### src/design/life_generation_row_engine_macros.svh
// Assertion macros for the Life row engine.
// Used by lgre_out_fifo and life_generation_row_engine; no other dependencies.
// Every macro samples on clk and is disabled while arst_n is low.
`ifndef LIFE_GENERATION_ROW_ENGINE_MACROS_SVH
`define LIFE_GENERATION_ROW_ENGINE_MACROS_SVH
`ifndef SYNTH
// same-cycle implication
`define LGRE_ASSERT_NOW(label, ante, cons, msg) \
	label: assert property (@(posedge clk) disable iff (!arst_n) (ante) |-> (cons)) \
		else $error(msg);
// next-cycle implication
`define LGRE_ASSERT_NEXT(label, ante, cons, msg) \
	label: assert property (@(posedge clk) disable iff (!arst_n) (ante) |=> (cons)) \
		else $error(msg);
`else
`define LGRE_ASSERT_NOW(label, ante, cons, msg)
`define LGRE_ASSERT_NEXT(label, ante, cons, msg)
`endif
`endif

### src/design/lgre_pkg.sv
// Shared types and constants for the Life row engine.
// No dependencies; used by lgre_cell, lgre_out_fifo and the top level.
`timescale 1ns / 1ps

package lgre_pkg;

	localparam int ROW_BITS      = 64;
	localparam int CFG_BITS      = 7;
	localparam int WIDTH_RESET   = 64;
	localparam int FIFO_DEPTH    = 4;
	localparam int FIFO_PTR_BITS = 2;
	localparam int FIFO_CNT_BITS = 3;

	typedef logic [ROW_BITS-1:0]      lgre_row_t;
	typedef logic [CFG_BITS-1:0]      lgre_width_t;
	typedef logic [FIFO_PTR_BITS-1:0] lgre_ptr_t;
	typedef logic [FIFO_CNT_BITS-1:0] lgre_cnt_t;

	// one column's bits as seen by its neighbors
	typedef struct packed {
		logic older;
		logic middle;
		logic cur;
	} lgre_col_t;

	// one result row
	typedef struct packed {
		lgre_row_t cells;
		logic      fin;
	} lgre_result_t;

	// up to two results written per transfer, second only with first
	typedef struct packed {
		logic         v0;
		lgre_result_t d0;
		logic         v1;
		lgre_result_t d1;
	} lgre_push_t;

endpackage

### src/design/lgre_cell.sv
// One column cell: holds the older and middle row bits of its column and
// evaluates B3/S23 for both possible result rows. Depends on lgre_pkg.
`timescale 1ns / 1ps

module lgre_cell (
	input  logic              clk,
	input  logic              arst_n,
	input  logic              live,
	input  logic              cur_raw,
	input  logic              load,
	input  logic              clear,
	input  lgre_pkg::lgre_col_t left,
	input  lgre_pkg::lgre_col_t right,
	output lgre_pkg::lgre_col_t col,
	output logic              next_a,
	output logic              next_b
);

	logic       older_q;
	logic       middle_q;
	logic       cur;
	logic [3:0] n_a;
	logic [3:0] n_b;

	// born on three, survive on two or three
	function automatic logic life_rule(input logic [3:0] n, input logic alive);
		life_rule = (n == 4'd3) || ((n == 4'd2) && alive);
	endfunction

	assign cur = cur_raw & live;

	assign col.older  = older_q;
	assign col.middle = middle_q;
	assign col.cur    = cur;

	// result A: middle row between older (above) and incoming (below)
	assign n_a = 4'(left.older) + 4'(left.middle) + 4'(left.cur)
		+ 4'(right.older) + 4'(right.middle) + 4'(right.cur)
		+ 4'(older_q) + 4'(cur);

	// result B: incoming row between middle (above) and dead space (below)
	assign n_b = 4'(left.middle) + 4'(left.cur)
		+ 4'(right.middle) + 4'(right.cur) + 4'(middle_q);

	assign next_a = life_rule(n_a, middle_q) & live;
	assign next_b = life_rule(n_b, cur) & live;

	// row window shift; end of grid returns to all dead
	always_ff @(posedge clk or negedge arst_n) begin
		if (!arst_n) begin
			older_q  <= 1'b0;
			middle_q <= 1'b0;
		end else if (load) begin
			if (clear) begin
				older_q  <= 1'b0;
				middle_q <= 1'b0;
			end else begin
				older_q  <= middle_q;
				middle_q <= cur;
			end
		end
	end

endmodule

### src/design/lgre_out_fifo.sv
// Four-entry result queue, two writes and one read per cycle.
// Depends on lgre_pkg and the assertion macro header.
`timescale 1ns / 1ps
`include "life_generation_row_engine_macros.svh"

module lgre_out_fifo (
	input  logic                   clk,
	input  logic                   arst_n,
	input  lgre_pkg::lgre_push_t   push,
	input  logic                   pop,
	output logic                   room2,
	output logic                   head_valid,
	output lgre_pkg::lgre_result_t head_data
);

	lgre_pkg::lgre_result_t mem_q [lgre_pkg::FIFO_DEPTH];
	lgre_pkg::lgre_ptr_t    wr_q;
	lgre_pkg::lgre_ptr_t    rd_q;
	lgre_pkg::lgre_cnt_t    cnt_q;
	logic [1:0]             push_n;

	assign push_n     = {1'b0, push.v0} + {1'b0, push.v1};
	assign room2      = cnt_q <= lgre_pkg::lgre_cnt_t'(lgre_pkg::FIFO_DEPTH - 2);
	assign head_valid = cnt_q != '0;
	assign head_data  = mem_q[rd_q];

	// entry storage
	always_ff @(posedge clk) begin
		if (push.v0) begin
			mem_q[wr_q] <= push.d0;
		end
		if (push.v1) begin
			mem_q[wr_q + lgre_pkg::lgre_ptr_t'(1)] <= push.d1;
		end
	end

	// pointers and fill count
	always_ff @(posedge clk or negedge arst_n) begin
		if (!arst_n) begin
			wr_q  <= '0;
			rd_q  <= '0;
			cnt_q <= '0;
		end else begin
			wr_q  <= wr_q + lgre_pkg::lgre_ptr_t'(push_n);
			rd_q  <= rd_q + lgre_pkg::lgre_ptr_t'(pop);
			cnt_q <= cnt_q + lgre_pkg::lgre_cnt_t'(push_n) - lgre_pkg::lgre_cnt_t'(pop);
		end
	end

	`LGRE_ASSERT_NOW(a_cnt_bound, 1'b1, cnt_q <= lgre_pkg::lgre_cnt_t'(lgre_pkg::FIFO_DEPTH), "fifo count overflow")
	`LGRE_ASSERT_NOW(a_push_room, push.v0, room2, "write without room for two entries")
	`LGRE_ASSERT_NOW(a_pair_order, push.v1, push.v0, "second write without first")
	`LGRE_ASSERT_NEXT(a_drain, pop && !push.v0, cnt_q == $past(cnt_q) - lgre_pkg::lgre_cnt_t'(1), "count did not drop on read")

endmodule

### src/design/life_generation_row_engine.sv
// A result is written into the result queue when its row transfers and is offered from the queue head.
// One row per cycle unless stalled; a last row after a held row gives two results, read one per cycle unless stalled.
// The four-entry result queue stalls input when fewer than two entries are free.
// Reset clears the held rows, the queue and sets active_width to 64.
// Holds one lgre_cell per column and the lgre_out_fifo; depends on lgre_pkg.
`timescale 1ns / 1ps
`include "life_generation_row_engine_macros.svh"

module life_generation_row_engine #(
	parameter int MAX_WIDTH = 64
) (
	input  logic                        clk,
	input  logic                        arst_n,
	input  logic                        cfg_we,
	input  logic [lgre_pkg::CFG_BITS-1:0] cfg_wdata,
	input  logic                        row_valid,
	output logic                        row_stall,
	input  logic [lgre_pkg::ROW_BITS-1:0] row_cells,
	input  logic                        last_row,
	output logic                        result_valid,
	input  logic                        result_stall,
	output logic [lgre_pkg::ROW_BITS-1:0] next_row_cells,
	output logic                        final_result
);

	lgre_pkg::lgre_width_t  active_width_q;
	logic                   has_row_q;
	logic                   accept;
	logic                   room2;
	logic                   pop;
	logic [MAX_WIDTH-1:0]   live;
	logic [MAX_WIDTH-1:0]   next_a;
	logic [MAX_WIDTH-1:0]   next_b;
	logic [MAX_WIDTH-1:0]   held_vec;
	lgre_pkg::lgre_row_t    row_a;
	lgre_pkg::lgre_row_t    row_b;
	lgre_pkg::lgre_col_t    cols      [MAX_WIDTH];
	lgre_pkg::lgre_col_t    left_col  [MAX_WIDTH];
	lgre_pkg::lgre_col_t    right_col [MAX_WIDTH];
	lgre_pkg::lgre_push_t   push;
	lgre_pkg::lgre_result_t head;

	assign accept    = row_valid && !row_stall;
	assign row_stall = !room2;
	assign pop       = result_valid && !result_stall;

	// configuration register
	always_ff @(posedge clk or negedge arst_n) begin
		if (!arst_n) begin
			active_width_q <= lgre_pkg::lgre_width_t'(lgre_pkg::WIDTH_RESET);
		end else if (cfg_we) begin
			active_width_q <= cfg_wdata;
		end
	end

	// a row is held once one non-last row has been taken
	always_ff @(posedge clk or negedge arst_n) begin
		if (!arst_n) begin
			has_row_q <= 1'b0;
		end else if (accept) begin
			has_row_q <= !last_row;
		end
	end

	// column chain; outside columns read as dead
	genvar k;
	generate
		for (k = 0; k < MAX_WIDTH; k++) begin : g_col
			assign live[k]     = active_width_q > lgre_pkg::lgre_width_t'(k);
			assign held_vec[k] = cols[k].older | cols[k].middle;
			if (k == 0) begin : g_lo
				assign left_col[k] = '0;
			end else begin : g_lo
				assign left_col[k] = cols[k-1];
			end
			if (k == MAX_WIDTH - 1) begin : g_hi
				assign right_col[k] = '0;
			end else begin : g_hi
				assign right_col[k] = cols[k+1];
			end
			lgre_cell u_cell (
				.clk     (clk),
				.arst_n  (arst_n),
				.live    (live[k]),
				.cur_raw (row_cells[k]),
				.load    (accept),
				.clear   (last_row),
				.left    (left_col[k]),
				.right   (right_col[k]),
				.col     (cols[k]),
				.next_a  (next_a[k]),
				.next_b  (next_b[k])
			);
		end
	endgenerate

	assign row_a = lgre_pkg::lgre_row_t'(next_a);
	assign row_b = lgre_pkg::lgre_row_t'(next_b);

	// results of this transfer: middle row if one is held, then last row
	always_comb begin
		push.v0       = accept && (has_row_q || last_row);
		push.d0.cells = has_row_q ? row_a : row_b;
		push.d0.fin   = !has_row_q;
		push.v1       = accept && has_row_q && last_row;
		push.d1.cells = row_b;
		push.d1.fin   = 1'b1;
	end

	lgre_out_fifo u_out_fifo (
		.clk        (clk),
		.arst_n     (arst_n),
		.push       (push),
		.pop        (pop),
		.room2      (room2),
		.head_valid (result_valid),
		.head_data  (head)
	);

	assign next_row_cells = head.cells;
	assign final_result   = head.fin;

	`LGRE_ASSERT_NEXT(a_last_clears, accept && last_row, !has_row_q, "row held after last row")
	`LGRE_ASSERT_NEXT(a_row_held, accept && !last_row, has_row_q, "row not held after transfer")
	`LGRE_ASSERT_NOW(a_empty_window, !has_row_q, held_vec == '0, "cells hold data with no row held")

endmodule

### config.mk
export PLATFORM = sky130hd
export DESIGN_NAME = life_generation_row_engine
export DESIGN_NICKNAME = d
export VERILOG_FILES = /design/src/design/lgre_pkg.sv /design/src/design/lgre_cell.sv /design/src/design/lgre_out_fifo.sv /design/src/design/life_generation_row_engine.sv
export VERILOG_INCLUDE_DIRS = /design/src /design/src/design
export SDC_FILE = /design/constraint.sdc
export NUM_CORES = 2
export LEC_CHECK = 0
export ABC_AREA = 1
export BUFFER_PORTS_ARGS = -buffer_cell sky130_fd_sc_hd__buf_2
export CAP_MARGIN = 20
export CORE_ASPECT_RATIO = 2
export CORE_MARGIN = 2
export CORE_UTILIZATION = 54
export CTS_CLUSTER_DIAMETER = 40
export DETAILED_ROUTE_END_ITERATION = 6
export PLACE_DENSITY_LB_ADDON = 0.15
export SYNTH_ARGS = -nofsm -noshare
export SYNTH_HDL_FRONTEND = slang
export SYNTH_SLANG_ARGS = --single-unit
### constraint.sdc
create_clock -name clk -period 8.9 [get_ports clk]
set_input_delay 0.89 -clock clk [delete_from_list [all_inputs] [get_ports clk]]
set_output_delay 0.89 -clock clk [all_outputs]
set_load 0.01 [all_outputs]
==> flow_summary.ini <==
[synth]
synth_area_um2 = 36500
synth_area_per_cell_um2 = 8.75
ys_types = 48
yosysMostFrequentCell = sky130_fd_sc_hd__nand2_1
synth_fp_nets = 4962
synth_top_area_share_pct = 21.0
postSynthRegisterBits = 403
number_of_enable_type_register_cells_in_the_synthesized_netlist = 256
netlist_top_cells_area = sky130_fd_sc_hd__edfxtp_1, sky130_fd_sc_hd__fa_1, sky130_fd_sc_hd__ha_1, sky130_fd_sc_hd__dfrtp_1, sky130_fd_sc_hd__nand2_1
proportion_of_synthesized_chip_area_in_sequential_cells_pct = 31.1
syn-instance-count = 4178
synth_ff_type = sky130_fd_sc_hd__edfxtp_1
synth_top_area_cell = sky130_fd_sc_hd__edfxtp_1
synth.cells.most_frequent = sky130_fd_sc_hd__nand2_1, sky130_fd_sc_hd__inv_1, sky130_fd_sc_hd__fa_1, sky130_fd_sc_hd__ha_1, sky130_fd_sc_hd__nor2_1
asyncSetResetFlopFracSynth_pct = 35.5
synthesis.yosys.warnings = 0

[place]
placedCellCount = 5092
port_buffers = 143
place.gp.congestion = 0.929
hpwl_dp_mm = 79.4
preCtsSetupSlack_ps = 4060
placed_cell_area_um2 = 38100

[outcome]
outcome = completed

[cells_and_area]
layout.filler_cells = 5931
fin_nets = 5047
area_growth_syn_to_layout_pct = 9.24
post-route-util_pct = 59.7
fin_area_um2 = 39900
non_filler_instance_count_after_layout = 5196
post_route_cells_drive_above_1_share_pct = 7.80

[worst_setup_path]
crit_type = flop to output pin
start_kind = flop
cp_cell_sequence = inv_4, buf_4, o21ai_0, o22ai_1, buf_2
arrival_time_of_data_at_the_critical_path_endpoint_ps = 4050
critPathMaxStageDelay_ps = 750
critical_path.endpoint_type = output pin
worst-path-max-fanout = 71
worstPathRequired_ps = 8010
critPathSlowestCell = sky130_fd_sc_hd__dfrtp_4

[global_routing]
gr-total-overflow = 0
gr-usage-all-layers_pct = 32.6
grt_antenna_before_repair = 8
grt_pass1_vias = 30900
grt_start_max_net_pins = 130
global_route_wire_length_before_repair_mm = 173

[power]
vdd_ir_drop_max_mv = 0.226
power_leakage_nw = 19.7
design_power_total_mw = 15.3
power-per-cell-area_nw_per_um2 = 383

[timing]
maxSlewHeadroom_pct = 22.2
setup_tns_ps = 0
finalHoldViolCount = 0
fin_hold_ws_ps = 234
fmax_mhz = 202
slew_viol_final = 0
worst_pin_slew_ps = 1170
period_share_pct = 55.5
grt_setup_unrepaired = false
min_period_ps = 4940
clock-skew-final_ps = 29.1
timing.final.ws_setup_ps = 3960
final_setup_viols = 0

[route]
post-route-drc-count = 0
detail_route.vias_per_cell = 5.70
route.final.wire_length_mm = 111
drt_iter0_markers = 2122
vias = 29600
wl_per_cell_um = 21.3
postRouteAntennaNets = 0
drt_first_pass_iters = 5

[floorplanning]
fp-row-count = 134
io_pins = 144
design.die.area_um2 = 69900
floorplan.initialDensity_pct = 54.6
die-height_um = 372
coreArea_um2 = 66900
chipWidth_um = 188

[clock_network]
post_cts.resized_instances = 0
hold_buffers = 0
cts-root-to-sink-buffers = 3
clock_latency_on_the_worst_skew_pair_ps = 620
cts.clk_slew.worst_paths_ps = 60
cts_tree = built
cts-buffers-inserted = 53
cts_sinks = 403
ctsRootBufferMaster = sky130_fd_sc_hd__clkbuf_16
cts_setup_buffers = 0
htreeDepth = 2

[job]
drv.max_cap_violation_count = 0

[min_path]
min_path_type = input port to asynchronous set/reset pin
[power breakdown]
part / internal (mW) / switching (mW) / total, mW
sequential: 2.46 / 0.370 / 2.83
combinational: 3.72 / 6.44 / 10.2
clock: 1.30 / 0.984 / 2.29
total: 7.48 / 7.79 / 15.3
[layout make-up]
class                   instances  area, µm²  share of cell area, %
multi-input cells            2778      21400                   53.7
flip-flops and latches        403      11400                   28.4
inverters                     857       3220                   8.07
clock buffers                  58       1380                   3.45
well taps                     884       1110                   2.77
repair buffers                170        937                   2.35
clock inverters                41        467                   1.17
diodes                          5       12.5                 0.0313
[cell families (layout without fill, tap and decap cells)]
group	Yosys count	count (layout)	share of synthesized area, %
DFF	403	403	31.1
and+or+nand+nor	1416	1416	15.6
other	0	5	0
muxes	2	2	0.0548
AOI/OAI and AO/OA	622	622	10.1
xor gates and xnor gates	31	31	0.743
buffers and inverters	997	1126	10.4
adders and majority gates	707	707	32.0
[placed cells by master (no fill, tap or decap), drive strengths merged, types with 50 or more instances in the layout]
cell type	count
o21ai	267
nand3	93
edfxtp	256
dfrtp	142
inv	877
nand2	951
o22ai	194
clkbuf	58
buf	170
nor2	294
fa	380
a21oi	50
ha	327
[worst max-delay path, delay by kind of cell (launching register included)]
kind / cells / cell delay [ps]
buf+inv: 3 / 1640
compound gates: 2 / 920
flops: 1 / 750
[layer usage]
layer	GRT usage [%]	wire length, µm	vias up
met5	0	36	-
met4	18.1	6680	6
met3	4.03	7770	358
met2	58.4	56100	1206
met1	37.9	40000	14500
li1	-	-	13600
[sequential cells by signal (all words and copies together) (netlist names)]
name                   cells
u_out_fifo.mem_q         260
g_col.u_cell.older_q      64
u_out_fifo.rd_q            2
active_width_q             7
u_out_fifo.wr_q            2
g_col.u_cell.middle_q     64
u_out_fifo.cnt_q           3
has_row_q                  1
[final timing paths]
path,slack (ps),to,startpoint,depth (start not counted)
worst min register to register,500,u_out_fifo.mem_q[2][0]$_SDFFE_PP1P_,u_out_fifo.mem_q[2][0]$_SDFFE_PP1P_,2
min in group clk,500,u_out_fifo.mem_q[2][0]$_SDFFE_PP1P_,u_out_fifo.mem_q[2][0]$_SDFFE_PP1P_,2
worst max register to register,4000,u_out_fifo.mem_q[0][27]$_DFFE_PP_,active_width_q[2]$_DFFE_PN0P_,14
worst min-delay path,230,g_col[48].u_cell.middle_q$_DFFE_PN0P_,arst_n,1
worst max-delay path,3960,next_row_cells[47],u_out_fifo.rd_q[0]$_DFF_PN0_,5
max in group asynchronous,7280,u_out_fifo.rd_q[0]$_DFF_PN0_,arst_n,2
(Power assumes the default switching activity.)
